==> src/pppi_pkg.sv <==
package pppi_pkg;

  // Stall detection window.
  localparam int unsigned WINDOW_LEN = 8;
  localparam int unsigned SLOT_W     = (WINDOW_LEN > 1) ? $clog2(WINDOW_LEN) : 1;
  localparam int unsigned DELTA_W    = 25;
  localparam int unsigned SUM_W      = DELTA_W + SLOT_W;

  // Loop constants in fixed point: pressure Q.8, drive Q15, integrator Q18.
  localparam int unsigned DEADBAND   = 128;
  localparam int unsigned I_MAX      = 262144;
  localparam int unsigned FULL_DRIVE = 32768;
  localparam int unsigned MIN_DRIVE  = 9830;
  localparam int unsigned EXIT_MS    = 500;
  localparam int unsigned FAIL_MS    = 5000;

  // Integrator step: round(x * 1024 / 1000) = floor((128 x + 62) / 125).
  // Any |x| from X_SAT upwards gives a step that saturates the integrator.
  localparam int unsigned X_SAT      = 512000;
  localparam int unsigned STEP_SAT   = 524288;
  localparam int unsigned ROUND125   = 62;
  localparam int unsigned RECIP125   = 68719477;
  localparam int unsigned SHIFT125   = 33;

  // Division by five through a reciprocal, exact below 2^18.
  localparam int unsigned RECIP5     = 209716;
  localparam int unsigned SHIFT5     = 20;

  // Feed limit: round(m * 96 / 5), full drive from M_SAT upwards.
  localparam int unsigned M_SAT      = 1707;
  localparam int unsigned FEED_GAIN  = 96;
  localparam int unsigned FEED_ROUND = 2;

  // PI output: |num| thresholds for minimum drive and for full drive.
  localparam int unsigned RUN_MIN    = 786440;
  localparam int unsigned Q_SAT      = 2621400;
  localparam int unsigned ROUND80    = 40;

  typedef enum logic [1:0] {
    MODE_NONE   = 2'd0,
    MODE_TARGET = 2'd1,
    MODE_FEED   = 2'd2
  } mode_t;

  typedef enum logic [1:0] {
    ACT_STOP = 2'd0,
    ACT_CW   = 2'd1,
    ACT_CCW  = 2'd2
  } action_t;

  typedef enum logic [2:0] {
    CFG_MODE     = 3'd0,
    CFG_TARGET   = 3'd1,
    CFG_DURATION = 3'd2,
    CFG_UPPER    = 3'd3,
    CFG_LOWER    = 3'd4,
    CFG_LEVEL    = 3'd5,
    CFG_VACUUM   = 3'd6
  } cfg_idx_t;

endpackage

==> src/pump_pressure_pi_controller.sv <==
// Pump pressure PI controller. Each input item is one control tick; each
// tick gives exactly one result item (motor action, drive level in Q15, done
// and failure flags). The block takes one item per clock cycle while
// in_stall is low. Three stages in front prepare the state-free arithmetic
// (error, deadband, the error-time product and the constant divisions),
// the fourth stage holds the whole control state and updates it with each
// item, so consecutive ticks see each other's state without a bubble. Two
// stages behind it finish the drive division. An output register with a
// skid stage decouples the sides: in_stall rises only once both hold an
// item, and the whole pipeline then waits. Configuration registers are
// written through the cfg port, which is always ready; they must only be
// changed while no item is in flight.
module pump_pressure_pi_controller (
  input  logic               clk,
  input  logic               rst,
  // Input channel.
  input  logic               in_valid,
  output logic               in_stall,
  input  logic signed [23:0] measured_pressure,
  input  logic [15:0]        tick_ms,
  input  logic               first_run,
  input  logic               settings_changed,
  // Result channel.
  output logic               out_valid,
  input  logic               out_stall,
  output logic [1:0]         motor_action,
  output logic [15:0]        drive_level,
  output logic               done_res,
  output logic               failure,
  // Configuration write channel.
  input  logic               cfg_valid,
  output logic               cfg_ready,
  input  logic [2:0]         cfg_index,
  input  logic [23:0]        cfg_data
);

  // ---------------------------------------------------------------------
  // Configuration registers.
  // ---------------------------------------------------------------------
  logic [1:0]         mode;
  logic signed [23:0] target_pressure;
  logic [23:0]        feed_duration_ms;
  logic signed [23:0] upper_limit;
  logic signed [23:0] lower_limit;
  logic [15:0]        feed_level;
  logic               vacuum_direction;

  assign cfg_ready = 1'b1;

  always_ff @(posedge clk) begin
    if (rst) begin
      mode             <= '0;
      target_pressure  <= '0;
      feed_duration_ms <= '0;
      upper_limit      <= '0;
      lower_limit      <= '0;
      feed_level       <= '0;
      vacuum_direction <= 1'b0;
    end else if (cfg_valid && cfg_ready) begin
      case (cfg_index)
        pppi_pkg::CFG_MODE:     mode             <= cfg_data[1:0];
        pppi_pkg::CFG_TARGET:   target_pressure  <= cfg_data;
        pppi_pkg::CFG_DURATION: feed_duration_ms <= cfg_data;
        pppi_pkg::CFG_UPPER:    upper_limit      <= cfg_data;
        pppi_pkg::CFG_LOWER:    lower_limit      <= cfg_data;
        pppi_pkg::CFG_LEVEL:    feed_level       <= cfg_data[15:0];
        pppi_pkg::CFG_VACUUM:   vacuum_direction <= cfg_data[0];
        default: ;
      endcase
    end
  end

  // The whole pipeline moves together; it halts only while the skid stage
  // holds an item that the output side has not yet taken.
  logic skid_valid;
  logic adv;

  assign adv      = !skid_valid;
  assign in_stall = skid_valid;

  // ---------------------------------------------------------------------
  // Stage 1: input register.
  // ---------------------------------------------------------------------
  logic               s1_valid;
  logic signed [23:0] s1_p;
  logic [15:0]        s1_tick;
  logic               s1_first;
  logic               s1_changed;

  always_ff @(posedge clk) begin
    if (rst) begin
      s1_valid <= 1'b0;
    end else if (adv) begin
      s1_valid <= in_valid;
    end
  end

  always_ff @(posedge clk) begin
    if (adv) begin
      s1_p       <= measured_pressure;
      s1_tick    <= tick_ms;
      s1_first   <= first_run;
      s1_changed <= settings_changed;
    end
  end

  // Error with deadband, its magnitude times the tick, and the distance to
  // the nearer edge of the feed pressure window.
  logic signed [24:0] e1;
  logic [24:0]        e1_abs;
  logic [23:0]        mag1;
  logic               db1;
  logic signed [24:0] e_eff1;
  logic [23:0]        mag_eff1;
  logic [39:0]        x1;
  logic signed [24:0] up_d1;
  logic signed [24:0] lo_d1;
  logic               in_win1;
  logic [23:0]        m1;

  always_comb begin
    e1       = 25'(target_pressure) - 25'(s1_p);
    e1_abs   = e1[24] ? 25'(-e1) : 25'(e1);
    mag1     = e1_abs[23:0];
    db1      = mag1 < 24'(pppi_pkg::DEADBAND);
    e_eff1   = db1 ? '0 : e1;
    mag_eff1 = db1 ? '0 : mag1;
    x1       = 40'(mag_eff1) * 40'(s1_tick);
    up_d1    = 25'(upper_limit) - 25'(s1_p);
    lo_d1    = 25'(s1_p) - 25'(lower_limit);
    in_win1  = !up_d1[24] && !lo_d1[24];
    m1       = (up_d1 < lo_d1) ? up_d1[23:0] : lo_d1[23:0];
  end

  // ---------------------------------------------------------------------
  // Stage 2.
  // ---------------------------------------------------------------------
  logic               s2_valid;
  logic signed [24:0] s2_e;
  logic [23:0]        s2_mag;
  logic               s2_db;
  logic               s2_neg;
  logic [39:0]        s2_x;
  logic [15:0]        s2_tick;
  logic               s2_first;
  logic               s2_changed;
  logic               s2_in_win;
  logic [23:0]        s2_m;

  always_ff @(posedge clk) begin
    if (rst) begin
      s2_valid <= 1'b0;
    end else if (adv) begin
      s2_valid <= s1_valid;
    end
  end

  always_ff @(posedge clk) begin
    if (adv) begin
      s2_e       <= e_eff1;
      s2_mag     <= mag_eff1;
      s2_db      <= db1;
      s2_neg     <= e1[24] && !db1;
      s2_x       <= x1;
      s2_tick    <= s1_tick;
      s2_first   <= s1_first;
      s2_changed <= s1_changed;
      s2_in_win  <= in_win1;
      s2_m       <= m1;
    end
  end

  // Both constant divisions, as reciprocal products on saturated operands.
  logic        isat2;
  logic [25:0] n2;
  logic [52:0] prod_i2;
  logic        msat2;
  logic [17:0] mn2;
  logic [35:0] prod_m2;

  always_comb begin
    isat2   = s2_x >= 40'(pppi_pkg::X_SAT);
    n2      = {s2_x[18:0], 7'd0} + 26'(pppi_pkg::ROUND125);
    prod_i2 = 53'(n2) * 53'(pppi_pkg::RECIP125);
    msat2   = s2_m >= 24'(pppi_pkg::M_SAT);
    mn2     = 18'(s2_m[10:0]) * 18'(pppi_pkg::FEED_GAIN) + 18'(pppi_pkg::FEED_ROUND);
    prod_m2 = 36'(mn2) * 36'(pppi_pkg::RECIP5);
  end

  // ---------------------------------------------------------------------
  // Stage 3: feeds the state update.
  // ---------------------------------------------------------------------
  logic               s3_valid;
  logic signed [24:0] s3_e;
  logic [23:0]        s3_mag;
  logic               s3_db;
  logic               s3_neg;
  logic [15:0]        s3_tick;
  logic               s3_first;
  logic               s3_changed;
  logic               s3_isat;
  logic [52:0]        s3_prod_i;
  logic               s3_in_win;
  logic               s3_msat;
  logic [35:0]        s3_prod_m;

  always_ff @(posedge clk) begin
    if (rst) begin
      s3_valid <= 1'b0;
    end else if (adv) begin
      s3_valid <= s2_valid;
    end
  end

  always_ff @(posedge clk) begin
    if (adv) begin
      s3_e       <= s2_e;
      s3_mag     <= s2_mag;
      s3_db      <= s2_db;
      s3_neg     <= s2_neg;
      s3_tick    <= s2_tick;
      s3_first   <= s2_first;
      s3_changed <= s2_changed;
      s3_isat    <= isat2;
      s3_prod_i  <= prod_i2;
      s3_in_win  <= s2_in_win;
      s3_msat    <= msat2;
      s3_prod_m  <= prod_m2;
    end
  end

  // ---------------------------------------------------------------------
  // Control state, updated once per item.
  // ---------------------------------------------------------------------
  logic signed [19:0]                   integrator;
  logic [23:0]                          prev_error_mag;
  logic [15:0]                          stall_time_ms;
  logic [15:0]                          recover_time_ms;
  logic                                 stall_flag;
  logic signed [pppi_pkg::DELTA_W-1:0]  delta_window [pppi_pkg::WINDOW_LEN];
  logic signed [pppi_pkg::SUM_W-1:0]    window_sum;
  logic [pppi_pkg::SLOT_W-1:0]          window_slot;
  logic [23:0]                          feed_elapsed_ms;

  logic signed [19:0]                   integrator_next;
  logic [23:0]                          prev_error_mag_next;
  logic [15:0]                          stall_time_ms_next;
  logic [15:0]                          recover_time_ms_next;
  logic                                 stall_flag_next;
  logic signed [pppi_pkg::SUM_W-1:0]    window_sum_next;
  logic [pppi_pkg::SLOT_W-1:0]          window_slot_next;
  logic [23:0]                          feed_elapsed_ms_next;
  logic                                 win_clr;
  logic                                 win_wr;

  // Arithmetic of the state stage.
  logic [19:0]                          step_mag;
  logic signed [20:0]                   step;
  logic signed [20:0]                   acc;
  logic signed [19:0]                   base;
  logic signed [19:0]                   integ_new;
  logic signed [36:0]                   num;
  logic [35:0]                          anum;
  logic                                 run;
  logic [21:0]                          a_rnd;
  logic signed [pppi_pkg::DELTA_W-1:0]  delta;
  logic signed [pppi_pkg::SUM_W-1:0]    sum_new;
  logic                                 falling;
  logic [15:0]                          st_base;
  logic [16:0]                          st_sum;
  logic [16:0]                          rt_sum;
  logic [23:0]                          el;
  logic [24:0]                          el_sum;
  logic [15:0]                          lim;
  logic [15:0]                          drive;

  // Candidate result of the state stage.
  pppi_pkg::action_t                    act3;
  logic                                 done3;
  logic                                 fail3;
  logic                                 sel_tgt3;
  logic [15:0]                          lvl_feed3;

  always_comb begin
    // Integrator update with clamping to plus or minus one.
    base     = s3_first ? '0 : integrator;
    step_mag = s3_isat ? 20'(pppi_pkg::STEP_SAT)
                       : s3_prod_i[pppi_pkg::SHIFT125 +: 20];
    step     = s3_neg ? -$signed({1'b0, step_mag}) : $signed({1'b0, step_mag});
    acc      = 21'(base) + step;
    if (acc > $signed(21'(pppi_pkg::I_MAX))) begin
      integ_new = 20'(pppi_pkg::I_MAX);
    end else if (acc < -$signed(21'(pppi_pkg::I_MAX))) begin
      integ_new = -$signed(20'(pppi_pkg::I_MAX));
    end else begin
      integ_new = acc[19:0];
    end

    // PI numerator: 1536 e + 5 i, so that drive = num / 80 in Q15.
    num   = (37'(s3_e) <<< 10) + (37'(s3_e) <<< 9)
          + (37'(integ_new) <<< 2) + 37'(integ_new);
    anum  = num[36] ? 36'(-num) : 36'(num);
    run   = anum >= 36'(pppi_pkg::RUN_MIN);
    a_rnd = anum[21:0] + 22'(pppi_pkg::ROUND80);

    // Window of error-magnitude changes.
    delta   = $signed({1'b0, s3_mag}) - $signed({1'b0, prev_error_mag});
    sum_new = window_sum - pppi_pkg::SUM_W'(delta_window[window_slot])
            + pppi_pkg::SUM_W'(delta);
    falling = sum_new[pppi_pkg::SUM_W-1];
    st_base = stall_flag ? stall_time_ms : '0;
    st_sum  = 17'(st_base) + 17'(s3_tick);
    rt_sum  = 17'(recover_time_ms) + 17'(s3_tick);

    // Feed timing and pressure window limit.
    el     = (s3_first || s3_changed) ? '0 : feed_elapsed_ms;
    el_sum = 25'(el) + 25'(s3_tick);
    if (!s3_in_win) begin
      lim = '0;
    end else if (s3_msat) begin
      lim = 16'(pppi_pkg::FULL_DRIVE);
    end else begin
      lim = s3_prod_m[pppi_pkg::SHIFT5 +: 16];
    end
    drive = (feed_level > lim) ? lim : feed_level;

    integrator_next      = integrator;
    prev_error_mag_next  = prev_error_mag;
    stall_time_ms_next   = stall_time_ms;
    recover_time_ms_next = recover_time_ms;
    stall_flag_next      = stall_flag;
    window_sum_next      = window_sum;
    window_slot_next     = window_slot;
    feed_elapsed_ms_next = feed_elapsed_ms;
    win_clr              = 1'b0;
    win_wr               = 1'b0;

    act3      = pppi_pkg::ACT_STOP;
    done3     = 1'b0;
    fail3     = 1'b0;
    sel_tgt3  = 1'b0;
    lvl_feed3 = '0;

    case (mode)
      pppi_pkg::MODE_NONE: begin
        done3 = 1'b1;
      end
      pppi_pkg::MODE_TARGET: begin
        done3               = s3_db;
        sel_tgt3            = 1'b1;
        integrator_next     = integ_new;
        prev_error_mag_next = s3_mag;
        if (run) begin
          act3 = num[36] ? pppi_pkg::ACT_CW : pppi_pkg::ACT_CCW;
        end
        if (!s3_first && run) begin
          win_wr          = 1'b1;
          window_sum_next = sum_new;
          window_slot_next = (32'(window_slot) == pppi_pkg::WINDOW_LEN - 1) ? '0
                           : window_slot + 1'b1;
          if (falling) begin
            // While stalled, a falling error counts towards leaving the
            // stalled condition.
            if (stall_flag) begin
              recover_time_ms_next = rt_sum[16] ? '1 : rt_sum[15:0];
              if (recover_time_ms_next > 16'(pppi_pkg::EXIT_MS)) begin
                stall_flag_next = 1'b0;
              end
            end
          end else begin
            // Entering or staying in the stalled condition.
            stall_flag_next      = 1'b1;
            recover_time_ms_next = '0;
            stall_time_ms_next   = st_sum[16] ? '1 : st_sum[15:0];
            fail3 = stall_time_ms_next > 16'(pppi_pkg::FAIL_MS);
          end
        end else begin
          stall_flag_next      = 1'b1;
          stall_time_ms_next   = '0;
          recover_time_ms_next = '0;
          if (s3_first) begin
            win_clr          = 1'b1;
            window_sum_next  = '0;
            window_slot_next = '0;
          end
        end
      end
      pppi_pkg::MODE_FEED: begin
        if (el >= feed_duration_ms) begin
          done3                = 1'b1;
          feed_elapsed_ms_next = el;
        end else begin
          feed_elapsed_ms_next = el_sum[24] ? '1 : el_sum[23:0];
          if (drive > 16'(pppi_pkg::MIN_DRIVE)) begin
            act3      = vacuum_direction ? pppi_pkg::ACT_CW : pppi_pkg::ACT_CCW;
            lvl_feed3 = drive;
          end
        end
      end
      default: ;
    endcase
  end

  logic st_en;
  assign st_en = adv && s3_valid;

  always_ff @(posedge clk) begin
    if (rst) begin
      integrator      <= '0;
      prev_error_mag  <= '0;
      stall_time_ms   <= '0;
      recover_time_ms <= '0;
      stall_flag      <= 1'b0;
      window_sum      <= '0;
      window_slot     <= '0;
      feed_elapsed_ms <= '0;
    end else if (st_en) begin
      integrator      <= integrator_next;
      prev_error_mag  <= prev_error_mag_next;
      stall_time_ms   <= stall_time_ms_next;
      recover_time_ms <= recover_time_ms_next;
      stall_flag      <= stall_flag_next;
      window_sum      <= window_sum_next;
      window_slot     <= window_slot_next;
      feed_elapsed_ms <= feed_elapsed_ms_next;
    end
  end

  always_ff @(posedge clk) begin
    if (rst || (st_en && win_clr)) begin
      for (int i = 0; i < pppi_pkg::WINDOW_LEN; i++) begin
        delta_window[i] <= '0;
      end
    end else if (st_en && win_wr) begin
      delta_window[window_slot] <= delta;
    end
  end

  // ---------------------------------------------------------------------
  // Stage 4: result of the state stage.
  // ---------------------------------------------------------------------
  logic              s4_valid;
  pppi_pkg::action_t s4_action;
  logic              s4_done;
  logic              s4_fail;
  logic              s4_sel_tgt;
  logic [15:0]       s4_lvl_feed;
  logic              s4_qsat;
  logic [17:0]       s4_v;

  always_ff @(posedge clk) begin
    if (rst) begin
      s4_valid <= 1'b0;
    end else if (adv) begin
      s4_valid <= s3_valid;
    end
  end

  always_ff @(posedge clk) begin
    if (adv) begin
      s4_action   <= act3;
      s4_done     <= done3;
      s4_fail     <= fail3;
      s4_sel_tgt  <= sel_tgt3;
      s4_lvl_feed <= lvl_feed3;
      s4_qsat     <= anum >= 36'(pppi_pkg::Q_SAT);
      s4_v        <= a_rnd[21:4];
    end
  end

  // ---------------------------------------------------------------------
  // Stage 5: drive divided by five (the division by 16 is the shift above).
  // ---------------------------------------------------------------------
  logic              s5_valid;
  pppi_pkg::action_t s5_action;
  logic              s5_done;
  logic              s5_fail;
  logic              s5_sel_tgt;
  logic [15:0]       s5_lvl_feed;
  logic              s5_qsat;
  logic [35:0]       s5_prod_q;

  always_ff @(posedge clk) begin
    if (rst) begin
      s5_valid <= 1'b0;
    end else if (adv) begin
      s5_valid <= s4_valid;
    end
  end

  always_ff @(posedge clk) begin
    if (adv) begin
      s5_action   <= s4_action;
      s5_done     <= s4_done;
      s5_fail     <= s4_fail;
      s5_sel_tgt  <= s4_sel_tgt;
      s5_lvl_feed <= s4_lvl_feed;
      s5_qsat     <= s4_qsat;
      s5_prod_q   <= 36'(s4_v) * 36'(pppi_pkg::RECIP5);
    end
  end

  logic [15:0] res_level;

  always_comb begin
    if (s5_action == pppi_pkg::ACT_STOP) begin
      res_level = '0;
    end else if (!s5_sel_tgt) begin
      res_level = s5_lvl_feed;
    end else if (s5_qsat) begin
      res_level = 16'(pppi_pkg::FULL_DRIVE);
    end else begin
      res_level = s5_prod_q[pppi_pkg::SHIFT5 +: 16];
    end
  end

  // ---------------------------------------------------------------------
  // Output register and skid stage.
  // ---------------------------------------------------------------------
  pppi_pkg::action_t out_action;
  logic [15:0]       out_level;
  logic              out_done;
  logic              out_fail;
  pppi_pkg::action_t skid_action;
  logic [15:0]       skid_level;
  logic              skid_done;
  logic              skid_fail;
  logic              new_res;

  assign new_res = adv && s5_valid;

  always_ff @(posedge clk) begin
    if (rst) begin
      out_valid  <= 1'b0;
      skid_valid <= 1'b0;
    end else if (out_valid && !out_stall) begin
      if (skid_valid) begin
        skid_valid <= 1'b0;
      end else begin
        out_valid <= new_res;
      end
    end else if (!out_valid) begin
      out_valid <= new_res;
    end else if (new_res) begin
      skid_valid <= 1'b1;
    end
  end

  always_ff @(posedge clk) begin
    if ((out_valid && !out_stall && skid_valid)) begin
      out_action <= skid_action;
      out_level  <= skid_level;
      out_done   <= skid_done;
      out_fail   <= skid_fail;
    end else if (new_res && (!out_valid || !out_stall)) begin
      out_action <= s5_action;
      out_level  <= res_level;
      out_done   <= s5_done;
      out_fail   <= s5_fail;
    end
    if (new_res && out_valid && out_stall) begin
      skid_action <= s5_action;
      skid_level  <= res_level;
      skid_done   <= s5_done;
      skid_fail   <= s5_fail;
    end
  end

  assign motor_action = out_action;
  assign drive_level  = out_level;
  assign done_res     = out_done;
  assign failure      = out_fail;

endmodule

==> config.mk <==
export PLATFORM = sky130hd
export DESIGN_NAME = pump_pressure_pi_controller
export DESIGN_NICKNAME = d
export VERILOG_FILES = /design/src/pppi_pkg.sv /design/src/pump_pressure_pi_controller.sv
export SDC_FILE = /design/constraint.sdc
export NUM_CORES = 2
export LEC_CHECK = 0
export ABC_AREA = 1
export BUFFER_PORTS_ARGS = -buffer_cell sky130_fd_sc_hd__buf_2
export CAP_MARGIN = 25
export CELL_PAD_IN_SITES_DETAIL_PLACEMENT = 0
export CELL_PAD_IN_SITES_GLOBAL_PLACEMENT = 1
export CORE_ASPECT_RATIO = 1.75
export CORE_UTILIZATION = 50
export DETAILED_ROUTE_END_ITERATION = 16
export GPL_ROUTABILITY_DRIVEN = 0
export PLACE_DENSITY_LB_ADDON = 0.1
export SYNTH_ARGS = -nofsm -noshare
export SYNTH_HDL_FRONTEND = slang
export SYNTH_SLANG_ARGS = --single-unit
==> constraint.sdc <==
create_clock -name clk -period 18.4 [get_ports clk]
set_clock_uncertainty 0.15 [all_clocks]
set_input_delay 0 -clock clk [delete_from_list [all_inputs] [get_ports clk]]
set_output_delay 0 -clock clk [all_outputs]
set_load 0.02 [all_outputs]
==> run metrics <==
Critical Path Sink=delta_window[4][6]; FILL cells=14,290; Inserted Clock Buffers=88; io pins=97; Global Route met3 Usage=3.928%; Fin. Hold Viols=0; Yosys top cell area share=23.09%; number of global-route vias before repair=64,230; CP startpoint kind=flip-flop; Synth Warn #=0; FP Rows=191; CP Max Fanout=38; Reg clk slew, reported paths=70 ps; RR Endpoint=delta_window[4][6]; Setup crit start=s3_isat; RSZ-0062 raised after global routing=no; initial antenna violation count=13; DRC errors left=14; Hold Crit Start=out_stall; Setup Viol. Count Final=0; R2R Setup Slk=6030 ps; die width=301.2 µm; met2 usage=57.29%; Final HPWL DP=192,000 µm; predominant post-synthesis flop cell=edfxtp_1; Yosys reg bits=859; Async SR Flop Fraction=0%; drt first pass iters=12; min Tclk post-route=12,370 ps; Die Ht=525.5 µm; status=complete, but fails checks; GRT busiest layer=met2; nets@finish=10,760; Die Area=158,300 µm²; Port Buffers=95; Final ANT Viol Nets=0; TritonCTS clock tree=yes; P&R area growth vs syn=9.156%; DR iter-0 viols=3,561; FF/Latch Area=23,220 µm²; CP endpoint kind=flip-flop; number of library cell types mapped by synthesis=64; Setup TNS=0 ps; clock net sink count=859; actual slew at the worst max-slew pin=1040 ps; Tcrit/Tclk final=67.24%; Post-synth EDFFs=602; worst r2r src=s3_isat; GRT met1 Usage=30.99%; Root Driver=clkbuf_16; most common library cells after synthesis=inv_1 (1,585), nand2_1 (1,343), ha_1 (942); global-route wire length before repair=367,200 µm; largest net degree at the start of global routing=128; multi-input logic area=48,170 µm²; depth of the most critical reg-to-reg path=57; worst setup path class=reg -> reg; leading area contributor after synthesis=edfxtp_1; slew margin rel.=30.64%; H-tree lvl count=3; Synth Net Count=10,590; synthesized cell area=78,310 µm²; initial core utilization=50.49%; CP required=18,620 ps; GR Overflow Total=0; Critical Path Most Common Cell=nand2_1; Skew-Pair Late Insertion Delay=710 ps; Slowest-stage cell, CP=nor3_4; Avg WL per Cell=21.45 µm; post-synthesis cell count=8,880; mean area per synthesized cell=8.818 µm²; failing checks=DRC; Arrival @ worst endpoint=12,590 ps; Post-Route WL=239,300 µm; Tot GR Track Use=30.59%; Core Area=155,100 µm²; Hold Crit Class=in -> reg; most frequent cell after synthesis=inv_1; main area contributors after synthesis=edfxtp_1 (23%), fa_1 (18%), ha_1 (15%); Max Cap Viol=0; Post CTS Setup Buffer Count=0; worst stage delay on the critical path=710 ps; vias per std cell=5.471; vias after detailed routing=61,020; sequential cell area fraction in the yosys report=29.66%; Final Slew Violations=0; layout cells sized above 1=4.572%; Max clock buf depth=3; Peak Freq=0.08083 GHz
## worst max-delay path: cells and delay by family, from the launching register on
family                   cells  cell delay [ps]
XOR/XNOR                     2              360
adder cells (fa/ha/maj)      4             1700
AO/OA/AOI/OAI                3              550
buffers and inverters       10             1570
AND/OR/NAND/NOR             38             7250
flip-flops                   1              380
## layout make-up
type / instances / area share [%]
Multi-Input combinational cell: 6191 / 56.36
Antenna cell: 7 / 0.02049
Tap cell: 2026 / 2.966
Sequential cell: 859 / 27.17
Clock inverter: 58 / 0.7231
Clock buffer: 107 / 2.784
Inverter: 1599 / 7.034
Timing Repair Buffer: 306 / 2.944
## flip-flops by register name (all words and copies together) (netlist names), 20 cells and up, named ones only
register,flops
s3_e,25
delta_window,200
feed_duration_ms,24
integrator,20
feed_elapsed_ms,24
s2_m,24
lower_limit,24
upper_limit,24
s2_mag,24
target_pressure,24
window_sum,28
s1_p,24
s2_x,40
s2_e,25
prev_error_mag,24
s3_mag,24
s3_prod_i,20
## cells by family after synthesis
logic type / synth area share (%)
xor gates and xnor gates: 3.801
and+or+nand+nor: 14.56
other: 0.004789
buffers and inverters: 8.911
AOI/OAI and AO/OA: 9.913
adders and majority gates: 32.87
muxes: 0.2876
DFF: 29.66
## per-stage QoR
| step | worst slack, ps | instance area (µm²) | instances | utilization [%] | hold WS (ps) |
|---|---|---|---|---|---|
| 4_1_cts | 5991 | 85370 | 11140 | 55.04 | 68.49 |
| 2_1_floorplan | 6876 | 78310 | 8880 | - | -51.13 |
| 5_1_grt | 5093 | 85480 | 11150 | 55.11 | 95.84 |
| 6_report | 6029 | 85480 | 11150 | 55.11 | 96.45 |
| 3_5_place_dp | 6047 | 80970 | 10840 | 52.21 | 28.09 |
| 3_3_place_gp | 6098 | 80850 | 10830 | 52.13 | 25.98 |
## timing repair
item | CTS | global route
resized for setup | 0 | 0
hold endpoints to repair | 220 | 0
hold buffers | 140 | 0
## how the worst min path moves through the flow
stage	to	slack, ps	cells past startpoint
CTS	in_stall	70	4
floorplan	s1_changed	-50	0
detailed placement	s1_tick[5]	30	1
global placement	s1_tick[11]	30	1
finish	in_stall	100	4
global route	target_pressure[11]	100	4
## layer usage
metal	vias up	wire length, µm
met5	-	0
met3	699	9595
met2	1508	128400
li1	29140	-
met1	29670	82320
met4	0	18920
## layout by cell type (no fill, tap or decap), types with 12 or more instances in the layout
cell / Yosys / routed
or2_2: 29 / 29
a211oi_1: 17 / 17
o22ai_1: 26 / 26
o21bai_1: 32 / 32
a21oi_1: 613 / 613
o221ai_1: 25 / 25
buf_2: 6 / 95
nand2_1: 1343 / 1342
o21a_1: 13 / 13
nor2_1: 929 / 929
fa_1: 697 / 697
o31ai_1: 13 / 13
xor2_1: 217 / 214
dlygate4sd3_1: 0 / 140
buf_4: 1 / 60
nand3_1: 216 / 215
nor4_1: 19 / 19
clkinv_1: 9 / 13
ha_1: 942 / 942
a21boi_0: 12 / 12
nor3_1: 114 / 114
clkinv_2: 0 / 17
nand4_1: 61 / 61
dfxtp_1: 257 / 256
edfxtp_1: 602 / 602
xnor2_1: 121 / 117
inv_1: 1585 / 1583
o21ai_0: 539 / 537
clkbuf_16: 0 / 90
a21o_1: 33 / 33
a31oi_1: 47 / 47
nand3b_1: 26 / 26
mux2_2: 20 / 20
Power is left out: the tool's default activity adds up to more than one toggle a clock period on the data nets, which glitch-free logic cannot reach.
